$ cat src/rtl/bsei_pkg.sv
// Shared types for the Burning Ship escape-time iterator.
package bsei_pkg;

    typedef enum logic [1:0] {
        S_IDLE,
        S_MUL,
        S_UPD,
        S_DONE
    } t_state;

    // Commands from controller to datapath
    typedef struct packed {
        logic load;
        logic mul;
        logic upd;
    } t_cmd;

    // Status from datapath to controller
    typedef struct packed {
        logic finish;
    } t_stat;

    localparam int CFG_BITS   = 16;
    localparam int COORD_BITS = 32;
    localparam int PROD_BITS  = 2 * COORD_BITS;

endpackage

$ cat src/rtl/bsei_ctrl.sv
// Controller state machine: load, multiply/update loop, result strobe.
module bsei_ctrl
    import bsei_pkg::*;
(
    input  logic  i_clk,
    input  logic  i_rst_n,
    input  logic  i_start,
    input  t_stat i_stat,
    output t_cmd  o_cmd,
    output logic  o_busy,
    output logic  o_valid
);

    t_state r_state;
    t_state n_state;

    always_ff @(posedge i_clk) begin
        if (!i_rst_n) begin
            r_state <= S_IDLE;
        end else begin
            r_state <= n_state;
        end
    end

    always_comb begin
        n_state = r_state;
        unique case (r_state)
            S_IDLE: begin
                if (i_start) begin
                    n_state = S_MUL;
                end
            end
            S_MUL: begin
                n_state = S_UPD;
            end
            S_UPD: begin
                if (i_stat.finish) begin
                    n_state = S_DONE;
                end else begin
                    n_state = S_MUL;
                end
            end
            S_DONE: begin
                n_state = S_IDLE;
            end
            default: begin
                n_state = S_IDLE;
            end
        endcase
    end

    always_comb begin
        o_cmd   = '0;
        o_busy  = 1'b1;
        o_valid = 1'b0;
        unique case (r_state)
            S_IDLE: begin
                o_busy   = 1'b0;
                o_cmd.load = i_start;
            end
            S_MUL: begin
                o_cmd.mul = 1'b1;
            end
            S_UPD: begin
                o_cmd.upd = !i_stat.finish;
            end
            S_DONE: begin
                o_valid = 1'b1;
            end
            default: begin
                o_busy = 1'b0;
            end
        endcase
    end

endmodule

$ cat config.mk
export PLATFORM = sky130hd
export DESIGN_NAME = bsei_ctrl
export DESIGN_NICKNAME = d
export VERILOG_FILES = /design/src/rtl/bsei_pkg.sv /design/src/rtl/bsei_ctrl.sv
export SDC_FILE = /design/constraint.sdc
export NUM_CORES = 1
export LEC_CHECK = 0
export BUFFER_PORTS_ARGS = -buffer_cell sky130_fd_sc_hd__buf_2
export CAP_MARGIN = 20
export CORE_AREA = 4 4 41 43
export DETAILED_ROUTE_END_ITERATION = 12
export DIE_AREA = 0 0 45 47
export GPL_TIMING_DRIVEN = 0
export PLACE_DENSITY = 0.32
export SLEW_MARGIN = 20
export SYNTH_ARGS = -nofsm -noshare
export SYNTH_HDL_FRONTEND = slang
export SYNTH_SLANG_ARGS = --single-unit
$ cat constraint.sdc
create_clock -name i_clk -period 0.8 [get_ports i_clk]
set_input_delay 0.04 -clock i_clk [delete_from_list [all_inputs] [get_ports i_clk]]
set_output_delay 0.04 -clock i_clk [all_outputs]
set_load 0.005 [all_outputs]
Yosys cells after proc, flatten, opt, wreduce, memory -nomap -nowiden
Cells that the tools add are included.
Widths: inputs -> output; s select.
{ "totals": {"ff_bits": 2, "out_inout_bits": 5, "word_cells": 15} }
{ "classes": {"n_mux": 8, "eq_ne": 4, "n_reduce_logical": 2} }
{ "ops": {"columns": ["cell", "count"], "rows": [
  ["$pmux 2 s4", 1],
  ["$mux 1", 5],
  ["$eq 2x2->1 const B", 2],
  ["$mux 2", 2],
  ["$eq 2x1->1 const B", 1],
  ["$logic_not 2->1", 1],
  ["$ne 2x2->1 const B", 1],
  ["$logic_not 1->1", 1]
]} }

Longest topological paths before layout
Gate-level depths: netlist (run 1).
{ "depth": {"depth_word": 2, "depth_mapped": 2, "depth_no_buf": 2} }

Least setup slack after synthesis (run 1)
OpenSTA, ideal clock, no wires.
{ "synth_path": {"kind": "register to output", "from": "register r_state[1]", "to": "output o_cmd[2] (netlist bit)", "arrival_time_ps": 665, "path_stages_with_launch": 3, "setup_slack_ps": 95, "path_cell_list": "dfxtp_1 -> or2_4 -> nor2_2"} }
{ "synth_lines": {"columns": ["item", "line_no", "text"], "rows": [
  ["start, declared", "bsei_ctrl.sv:14", "t_state r_state;"],
  ["start signal, assigned", "bsei_ctrl.sv:21", "r_state <= n_state;"],
  ["end, declared", "bsei_ctrl.sv:9", "output t_cmd o_cmd,"]
]} }

==> impl_results.md, run 1 <==
* Status: finished, violations left
* Failing checks: negative setup slack
* Highest clock rate at 987 MHz
* Worst Skew at 0.00351 ns
* Syn Area/Cell at 9.14 µm²
* Worst-path cell chain: or2_4, nor2_2, buf_2
* Largest regs: r_state (2)
* Slack of the critical path at -0.213 ns
* Final antenna-violating net count at 0
* Total GRT Usage at 4.41%
* Initial core utilization at 9.13%
* Post-detailed-route via-to-cell ratio at 3.23
* Initial DRC count at 1
* Vias in the first global route at 156
* Wire length per cell at 7.70 µm
* Hold/Removal Path Class: in2reg
* Setup crit start kind: flip-flop
* RR Startpoint: r_state[1]
* Slew HR at 93.2%
* Worst slack, placed at -0.0108 ns
* Die H at 47 µm
* CTS clk-pin slew, worst paths at 0.03 ns
* Congestion Overflow GR at 0
* Required time worst endpoint at 0.76 ns
* H-tree depth at 1
* Layout cell share with drive strength beyond 1 at 85.7%
* # setup viols final at 6
* Max-slew violations at 0
* Peak supply drop at 0.000800 V
* Worst Path Class, Setup: reg2out
* Die W at 45 µm
* Max cap viols at 0
* Synthesized area at 119 µm²
* Total power draw at 429 µW
* Least-Margin Pin Slew at 0.101 ns
* Crit-path max cell delay at 0.34 ns
* Final Hold Vio Count at 0
* # DRC at 0
* Core Area at 0.00130 mm²
* Root Buffer: clkbuf_4
* Mapped Cells at 13
* Multi-input gate area at 85.1 µm²
* # port buffers at 8
* Most frequent cells in the layout: buf_2 (7), clkbuf_4 (3), buf_4 (3)
* Register bank with the most flops: r_state
* Register area share after synthesis at 33.7%
* GP Congestion at 0.560
* Diodes inserted at 0
* Worst endpoint data arrival time at 0.97 ns
* Die ar. at 0.00212 mm²
* Initial antenna violation count at 0
* Synth warn at 0
* Filler cell count at 156
* Critical path startpoint: r_state[1]
* #FFs+latches synth at 2
* Worst hold slack at 0.0711 ns
* Reg area at 47.5 µm²
* Cts bufs inserted at 3
* Leakage power at 0.128 nW
* Via count at 139
* Final period utilization at 127%
* CTS max path bufs at 2
* I/O pin total at 9
* Tmin final at 1.01 ns
* Unrepaired setup endpoints after global routing: yes
* Placed Cells at 36
* Largest net degree at the start of global routing at 6
* Pwr Density at 1670 mW/mm²
* Crit. End Element: primary output
* Min-delay src: i_rst_n
* DP HPWL at 226 µm
* Slowest-stage cell, CP: dfxtp_4
* Area grow syn2layout at 117%
* Worst-skew pair later-pin latency at 0.22 ns
* First-pass detailed-route iteration total at 2
* Row cnt at 13
* TritonCTS Sinks at 2
* Max FFs per register at 2
* First-pass GRT wire length at 614 µm
* Final non-filler cell total at 43
* Yosys cell types at 11
* Final-stage net count at 34
* Commonest non-fill, non-tap cell in the layout: buf_2
* Worst-path fanout max at 4
* Final WL at 331 µm
* Synthesized net count at 17
* CTS tree: yes
## power breakdown
part / leakage (nW) / switching, mW / internal [mW]
Sequential: 0.0178 / 0.00815 / 0.107
Combinational: 0.0961 / 0.0370 / 0.0638
Clock: 0.0138 / 0.0490 / 0.165
## logic make-up (layout without fill, tap and decap cells)
kind of cell,after synthesis,after routing,share of synthesized area (%)
flops,2,2,33.7
simple gates,9,9,55.8
compound gates,1,1,7.37
buf+inv,1,16,3.15
## through the flow
stage               cell area (µm²)  util, %  setup TNS, ns
finish                          258     19.8         -0.914
global route                    258     19.8          -1.29
CTS                             245     18.8         -0.936
detailed placement              178     13.7        -0.0108
global placement                178     13.7              0
floorplan                       119        -              0
## cell usage after synthesis
| cell type | instances | share of area [%] |
|---|---|---|
| or2_4 | 1 | 7.4 |
| nor2b_4 | 1 | 12 |
| nor3b_2 | 1 | 11 |
| and2_2 | 1 | 6.3 |
| nor2_1 | 2 | 6.3 |
| nand2b_1 | 1 | 5.3 |
| dfxtp_1 | 2 | 34 |
| o2bb2ai_1 | 1 | 7.4 |
| nand2_1 | 1 | 3.2 |
| inv_1 | 1 | 3.2 |
| nor2_2 | 1 | 5.3 |
## per-layer routing
metal,vias to the layer above,global-route usage [%],share of wire [%]
li1,71,-,-
met1,59,4.97,46
met2,9,5.08,37
met3,0,4.98,17
met4,0,1.75,0
met5,-,0,0
## critical path, delay by kind of cell (launching register included)
family / cells / cell delay [ns]
flip-flops: 1 / 0.34
AND/OR/NAND/NOR: 2 / 0.31
buffers and inverters: 1 / 0.11
## path summary, 6_finish.rpt
kind                              endpoint  slack [ns]  cells past startpoint
worst max register to register  r_state[1]       -0.03                      4
worst max-delay path              o_cmd[2]       -0.21                      3
worst min register to register  r_state[0]        0.52                      2
worst min-delay path            r_state[1]        0.07                      2
## final cells by class
type | instances | area share [%]
Multi-Input combinational cell | 10 | 33.0
Tap cell | 15 | 7.28
Timing Repair Buffer | 12 | 31.1
Sequential cell | 2 | 18.4
Clock buffer | 3 | 8.74
Inverter | 1 | 1.46
## timing repair
action,CTS,global route
hold buffers,0,0
setup buffers,4,0
gates resized for setup,6,3
endpoints found under the setup margin,5,7
pin swaps,1,0
Power figures use the tool's default switching activity.
==> run 2: changes to the inputs <==
--- a/config.mk
+++ b/config.mk
@@ -12,6 +12,7 @@
 export DIE_AREA = 0 0 45 47
 export GPL_TIMING_DRIVEN = 0
 export PLACE_DENSITY = 0.32
+export SETUP_SLACK_MARGIN = 0.05
 export SLEW_MARGIN = 20
 export SYNTH_ARGS = -nofsm -noshare
 export SYNTH_HDL_FRONTEND = slang
==> impl_results.md, run 2 (same netlist as run 1, synthesis figures left out) <==
* Slew HR at 93.2%
* # port buffers at 8
* Final WL at 336 µm
* Register bank with the most flops: r_state
* Unrepaired setup endpoints after global routing: yes
* Worst-path fanout max at 4
* Die W at 45 µm
* Max FFs per register at 2
* H-tree depth at 1
* Cts bufs inserted at 3
* Die ar. at 0.00212 mm²
* Slowest-stage cell, CP: dfxtp_4
* Leakage power at 0.129 nW
* First-pass GRT wire length at 614 µm
* Max-slew violations at 0
* DP HPWL at 226 µm
* Multi-input gate area at 90.1 µm²
* Congestion Overflow GR at 0
* GP Congestion at 0.560
* Hold/Removal Path Class: in2reg
* Final period utilization at 127%
* Final antenna-violating net count at 0
* TritonCTS Sinks at 2
* Worst hold slack at 0.0711 ns
* Setup crit start kind: flip-flop
* Post-detailed-route via-to-cell ratio at 3.26
* Final non-filler cell total at 43
* Failing checks: negative setup slack
* Placed Area at 178 µm²
* Filler cell count at 157
* Die H at 47 µm
* Design area at 263 µm²
* Largest net degree at the start of global routing at 6
* Vias in the first global route at 156
* Highest clock rate at 986 MHz
* Wire length per cell at 7.81 µm
* Fin util at 20.2%
* Status: finished, violations left
* Final Hold Vio Count at 0
* Row cnt at 13
* Initial core utilization at 9.13%
* Setup TNS at -0.929 ns
* CTS clk-pin slew, worst paths at 0.03 ns
* Total GRT Usage at 4.41%
* Min-delay src: i_rst_n
* Placed Cells at 36
* Crit. End Element: primary output
* Area grow syn2layout at 121%
* Total power draw at 435 µW
* Reg area at 47.5 µm²
* Worst Skew at 0.00467 ns
* Tmin final at 1.01 ns
* Critical path startpoint: r_state[1]
* Root Buffer: clkbuf_4
* Max cap viols at 0
* Pwr Density at 1660 mW/mm²
* Layout cell share with drive strength beyond 1 at 85.7%
* Core Area at 0.00130 mm²
* Commonest non-fill, non-tap cell in the layout: buf_2
* CTS tree: yes
* I/O pin total at 9
* Worst-skew pair later-pin latency at 0.22 ns
* Initial DRC count at 1
* RR Startpoint: r_state[1]
* Initial antenna violation count at 0
* First-pass detailed-route iteration total at 2
* Final-stage net count at 34
* CTS max path bufs at 2
* Largest regs: r_state (2)
* Least-Margin Pin Slew at 0.101 ns
* Via count at 140
* # DRC at 0
* Diodes inserted at 0
* Worst-path cell chain: or2_4, nor2_2, buf_2
* Worst Path Class, Setup: reg2out
* Worst endpoint data arrival time at 0.97 ns
* Crit-path max cell delay at 0.34 ns
* Most frequent cells in the layout: buf_2 (7), clkbuf_4 (3), buf_4 (3), buf_6 (2), dfxtp_4 (2)
* # setup viols final at 6
* Worst slack, placed at -0.0108 ns
* Required time worst endpoint at 0.76 ns
* Peak supply drop at 0.000819 V
* Slack of the critical path at -0.215 ns
[run 2: report_power, final]
| group | total, mW | switching, mW | internal, mW |
|---|---|---|---|
| clock network | 0.215 | 0.0505 | 0.165 |
| registers | 0.115 | 0.00842 | 0.107 |
| logic | 0.105 | 0.0394 | 0.0654 |
| total | 0.435 | 0.0983 | 0.337 |
[run 2: path summary, 6_finish.rpt]
check / to / slack [ns] / depth (start not counted)
setup / recovery: o_cmd[2] / -0.21 / 3
hold / removal: r_state[1] / 0.07 / 2
setup reg to reg: r_state[1] / -0.03 / 4
hold reg to reg: r_state[0] / 0.52 / 2
[run 2: critical path: cells and delay by family (launching register included)]
family,cells,cell delay [ns]
flops,1,0.34
simple gates,2,0.31
buf+inv,1,0.11
[run 2: final cells by class]
type / instances / area share (%)
timing repair buffer: 12 / 30.5
clock buffer: 3 / 8.57
sequential: 2 / 18.1
inverter: 1 / 1.43
tap: 15 / 7.14
multi-input combinational: 10 / 34.3
[run 2: repair_timing]
| action | CTS | global route |
|---|---|---|
| endpoints found under the setup margin | 6 | 7 |
| buffers inserted | 4 | 0 |
| hold buffers | 0 | 0 |
| pin swaps | 1 | 0 |
| gates resized for setup | 6 | 4 |
[run 2: per-layer routing]
metal  vias to the layer above  part of all wire [%]  wire length [µm]  track usage (%)
li1                         71                     -                 -                -
met2                         9                    39               130             5.08
met3                         0                    17                56             4.98
met5                         -                     0                 0                0
met4                         0                     0                 0             1.75
met1                        60                    44               149             4.97
